[src/hw/rtl/fdis_pkg.sv]
`default_nettype none
// ----------------------------------------------------------------------------
// fdis_pkg
// Shared types and constants for the filament dynamic-instability step.
// ----------------------------------------------------------------------------
package fdis_pkg;

  typedef enum logic [1:0] {
    ST_SHRINK = 2'd0,
    ST_GROW   = 2'd1,
    ST_PAUSE  = 2'd2
  } state_e;

  typedef enum logic [0:0] {
    CMD_STEP = 1'b0,
    CMD_LOAD = 1'b1
  } cmd_e;

  localparam int unsigned RodIdxW = 10;
  localparam int unsigned CfgIdxW = 3;
  localparam int unsigned CfgW    = 32;

  localparam logic [CfgIdxW-1:0] REG_SHRINK_EXIT = 3'd0;
  localparam logic [CfgIdxW-1:0] REG_GROW_EXIT   = 3'd1;
  localparam logic [CfgIdxW-1:0] REG_PAUSE_EXIT  = 3'd2;
  localparam logic [CfgIdxW-1:0] REG_GROW_STEP   = 3'd3;
  localparam logic [CfgIdxW-1:0] REG_SHRINK_STEP = 3'd4;
  localparam logic [CfgIdxW-1:0] REG_MAX_LENGTH  = 3'd5;
  localparam logic [CfgIdxW-1:0] REG_MIN_LENGTH  = 3'd6;

  localparam logic [15:0] OneQ12 = 16'd4096;
  localparam logic [32:0] OneQ24 = 33'd16777216;

  // Scaled exit probabilities of one state, Q8.24, plus roll * sum
  typedef struct packed {
    logic [31:0] p1;
    logic [32:0] sum;
    logic [48:0] rs;
  } exit_calc_t;

  // One table entry
  typedef struct packed {
    state_e      st;
    logic [31:0] len;
  } entry_t;

endpackage
`default_nettype wire

[src/hw/rtl/fdis_exit_pick.sv]
`default_nettype none
// ----------------------------------------------------------------------------
// fdis_exit_pick
// Chooses the next state of one source state from the roll and the two
// scaled exit probabilities.
// ----------------------------------------------------------------------------
module fdis_exit_pick
  import fdis_pkg::*;
(
  input  exit_calc_t  calc_i,
  input  logic [15:0] roll_i,
  input  state_e      first_i,
  input  state_e      second_i,
  input  state_e      stay_i,
  output state_e      next_o
);

  logic [23:0] roll_q24;

  assign roll_q24 = {roll_i, 8'h00};

  always_comb begin
    priority if (calc_i.sum > OneQ24) begin
      // exits oversubscribed: split the roll in proportion
      next_o = (calc_i.rs < {1'b0, calc_i.p1, 16'h0000}) ? first_i : second_i;
    end else if ({8'h00, roll_q24} < calc_i.p1) begin
      next_o = first_i;
    end else if ({9'h000, roll_q24} < calc_i.sum) begin
      next_o = second_i;
    end else begin
      next_o = stay_i;
    end
  end

endmodule
`default_nettype wire

[config.mk]
export PLATFORM = sky130hd
export DESIGN_NAME = fdis_exit_pick
export DESIGN_NICKNAME = d
export VERILOG_FILES = /design/src/hw/rtl/fdis_pkg.sv /design/src/hw/rtl/fdis_exit_pick.sv
export SDC_FILE = /design/constraint.sdc
export NUM_CORES = 1
export LEC_CHECK = 0
export ABC_AREA = 0
export BUFFER_PORTS_ARGS = -buffer_cell sky130_fd_sc_hd__buf_2
export CELL_PAD_IN_SITES_DETAIL_PLACEMENT = 0
export CELL_PAD_IN_SITES_GLOBAL_PLACEMENT = 1
export CORE_UTILIZATION = 27
export DETAILED_ROUTE_END_ITERATION = 8
export PLACE_DENSITY_LB_ADDON = 0.12
export SLEW_MARGIN = 20
export SYNTH_ARGS = -nofsm -noshare
export SYNTH_HDL_FRONTEND = slang
export SYNTH_SLANG_ARGS = --single-unit
export TNS_END_PERCENT = 20
[constraint.sdc]
create_clock -name vclk -period 1.91
set_input_delay 0.0955 -clock vclk [all_inputs]
set_output_delay 0.0955 -clock vclk [all_outputs]
set_load 0.02 [all_outputs]
# Yosys cells after proc, flatten, opt, wreduce, memory -nomap -nowiden
# Cells that the tools add are included.
[totals]
output_inout_bits = 2
wordCells = 8
ff_bits = 0
input_bits = 136
[classes]
mux = 4
magnitude_cmp = 4
[ops]
columns = ["op", "count"]
rows = [
  ["< comparator 49 x 48 -> 1 bit", 1],
  ["greater-than comparator 33 x 25 -> 1 bit (second input constant)", 1],
  ["< comparator 24 x 33 -> 1 bit", 1],
  ["< comparator 24 x 32 -> 1 bit", 1],
  ["2-to-1 mux 2 bit", 4],
]

# Depth between registers and ports, before layout
[logic_depth]
ltp_word = 4
depth_mapped = 9

# Worst setup path before layout
# OpenSTA, ideal clock, no wires.
[synth_timing]
kind = "input -> output"
startpoint = "in calc_i[63] (netlist bit)"
endpoint = "out next_o[0]"
slack_ns = 0.052
path_stages = 9
arrival_time_ns = 1.762
n_path_buf = 0
path_cell_list = "inv_1 > ha_1 > a21oi_1 > o21a_1 > a2111oi_0 > o21ai_0 > a311oi_2 > o21a_1 > o221ai_1"
[synth_via]
elab_chain_cells = 4
elab_cells_between_ends = 5
classes_between = "2 x order compare; 3 x mux"
[synth_lines]
columns = ["element", "line", "text"]
rows = [
  ["start: declaration", "fdis_exit_pick.sv:10", "input exit_calc_t calc_i,"],
  ["< comparator 24 x 33 -> 1 bit", "fdis_exit_pick.sv:28", "end else if ({9'h000, roll_q24} < calc_i.sum) begin"],
  ["2-to-1 mux 2 bit", "fdis_exit_pick.sv:28", ""],
  ["2-to-1 mux 2 bit", "fdis_exit_pick.sv:26", "end else if ({8'h00, roll_q24} < calc_i.p1) begin"],
  ["2-to-1 mux 2 bit (*)", "fdis_exit_pick.sv:23", "priority if (calc_i.sum > OneQ24) begin"],
  ["end: declaration", "fdis_exit_pick.sv:15", "output state_e next_o"],
]
# Every way passes the cells marked *; elsewhere a longest branch is shown, timed or not.

# Worst setup path after layout
[layout_timing]
startpoint = "in roll_i[8]"
endpoint = "out next_o[1]"
[layout_via]
elab_chain_cells = 4
elab_cells_between_ends = 5
classes_between = "2 x order compare; 3 x mux"
[layout_lines]
columns = ["element", "line", "text"]
rows = [
  ["start: declaration", "fdis_exit_pick.sv:11", "input logic [15:0] roll_i,"],
  ["< comparator 24 x 33 -> 1 bit", "fdis_exit_pick.sv:28", ""],
  ["2-to-1 mux 2 bit", "fdis_exit_pick.sv:28", ""],
  ["2-to-1 mux 2 bit (*)", "fdis_exit_pick.sv:26", ""],
  ["2-to-1 mux 2 bit (*)", "fdis_exit_pick.sv:23", ""],
]
# Marked as above.

==> impl_results.md <==
- Std-Cell Rows: 28
- Final Hold Viols: 0
- Gr ovfl total: 0
- Area contributors post-synth: ha_1 (46%), inv_1 (11%), a21oi_1 (5.9%)
- Core area: between 6000 and 7000 sq um
- Failing checks: negative setup slack
- Critical-path maximum fanout: 2
- Syn Std Cell Area: ~1700 sq um
- Dpl hpwl: roughly 5000 microns
- DRC violations left: 0
- WP data required: approximately 1.8 ns
- Worst-path cell chain: buf_6 -> buf_6 -> ha_4 -> and4_1 -> nand2_2 -> o31ai_2 -> a211o_1 -> nand4_1 -> o21a_1 -> o221ai_2 -> buf_4
- Fmax achieved: 0.486 GHz
- Pleak: ~1.7 nW
- Wire per inst: roughly 12 microns
- Hold buffers post-CTS: 0
- Buf+Inv Stages, Crit Path: 3
- PnR Total Power: ~630 uW
- Max VDD drop: between 0.0001 and 0.00015 V
- Syn Area/Cell: 7.33 sq um
- Placed Instances: about 480
- Ys Warns: 0
- Clkbuf count: 0
- DP Area: roughly 2800 sq um
- Vias: roughly 2,200
- Setup TNS: -0.290 ns
- GRT Util Overall: approximately 16%
- Fraction of layout cells with a size suffix above 1: 50.5%
- Reg power frac: 0%
- Hold Path Depth: 4
- Iteration-0 DRC Markers: 38
- Routability congestion estimate: between 0.7 and 0.8
- First-pass GRT wire length: 8310 microns
- Relative slew slack: a little under three quarters
- DRT Pass-1 Iters: 4
- Fin nets: about 610
- RSZ-0062 raised after global routing: yes
- Minimum clock period: 2.06 ns
- IO buf count: ~120
- Hold WS: around 0.53 ns
- CP delay by family, top: compound AO/OA/AOI/OAI gates
- Worst-margin pin slew: 0.433 ns
- Initial antenna violation count: 0
- Die W: 81.5 microns
- Switch share: between 40 and 50%
- Clock share of power: 0%
- Final worst-path setup slack: -0.149 ns
- Die Ht: around 82 microns
- Count leader, synth: ha_1
- Slew Viols, Final: 0
- Register area: 0 sq um
- Crit start category: input port
- Mapped Cells: about 230
- Distinct cells, synth: 38
- Synthesized Nets: between 400 and 500
- Area Overhead vs Synth: 81.1%
- I/O pins: ~140
- Post-Route WL: ~5600 microns
- Hold crit path type: input port to primary output
- # setup viols final: 2
- Top-area cell type share of the netlist area: 46.2%
- Outcome: finished, violations left
- CP peak stage delay: between 0.2 and 0.3 ns
- Switch Pwr: between 200 and 300 uW
- Ant diodes: 0
- Vias in the first global route: between 1,500 and 2,000
- Drt via density: about 4.6
- Post-route cell area: 3090 sq um
- Initial Util: 28.3%
- WS Path Type: input port to primary output
- Synth area leader: ha_1
- Synth top cells by count: ha_1 (63), inv_1 (52), a21oi_1 (20)
- Sequential-to-total area share from yosys stat: 0%
- Largest net degree at the start of global routing: 5
- CP max-delay cell: o21a_1
- PwrDens: about 200 nW/um^2
- Endpoint class of the critical path: primary output
- Seq_cells: 0
- Most frequent CP cell: buf_6
- Logic pwr share: 100.0%
- Antenna viol nets, final: 0
- CP arrival: 1.96 ns
- Max-Cap Viols: 0
- Final Cycle Share: 108%
- Die ar.: 6650 sq um
- Cell count along the critical path: 11
- Filler cells: roughly 620
- Fin cells: approximately 480
- Internal cell power: around 350 uW
## metal layers
| metal | up-vias | track usage [%] | routed length [microns] |
|---|---|---|---|
| met4 | 0 | 0 | 0 |
| li1 | 1207 | - | - |
| met3 | 0 | 0.778 | 334 |
| met2 | 74 | 28.7 | 2710 |
| met5 | - | 0 | 0 |
| met1 | 934 | 21.2 | 2600 |
## path summary, 6_finish.rpt
path / endpoint / from
worst max-delay path: next_o[1] / roll_i[8]
worst min-delay path: next_o[1] / stay_i[1]
## kinds of logic after synthesis
logic type | synth area share [%]
AO/OA/AOI/OAI | 23.1
adder cells (fa/ha/maj) | 46.2
buffers and inverters | 11.4
AND/OR/NAND/NOR | 19.3
## metrics by stage
stage                     setup WS (ns)  utilization [%]
after floorplan                  0.0523                -
after global placement           -0.485             46.0
after detailed placement         -0.501             46.0
after CTS                        -0.269             48.1
after global routing             -0.279             51.3
final                            -0.149             51.3
## power by group through the flow
| stage | logic, mW | clock network, mW | registers (mW) |
|---|---|---|---|
| 2_1_floorplan | 0.246 | 0 | 0 |
| 3_3_place_gp | 0.530 | 0 | 0 |
| 3_5_place_dp | 0.532 | 0 | 0 |
| 4_1_cts | 0.571 | 0 | 0 |
| 5_1_grt | 0.709 | 0 | 0 |
| 6_report | 0.626 | 0 | 0 |
## layout make-up
type                       instances  area (sq um)  share of cell area, %
tap                               75          93.8                   3.03
timing repair buffer             171          1070                   34.5
inverter                          52           203                   6.55
multi-input combinational        181          1730                   55.9
## placed cells by master (no fill, tap or decap), types with 4 or more instances in the layout
cell,synthesis,final
a21o_1,5,5
ha_1,63,55
a21oi_1,20,18
buf_6,0,10
nand4_1,8,8
o21ai_0,9,6
buf_4,0,47
nor4_1,11,10
ha_4,0,8
inv_1,52,49
nand2_1,13,11
buf_2,0,111
nor2_1,5,4
## repair_timing
item	4_1_cts	5_1_grt
pin swaps	10	23
setup endpoints to repair	2	2
gates resized for setup	28	34
buffers inserted	2	0
Note: power is estimated with default switching activity, not from simulation.
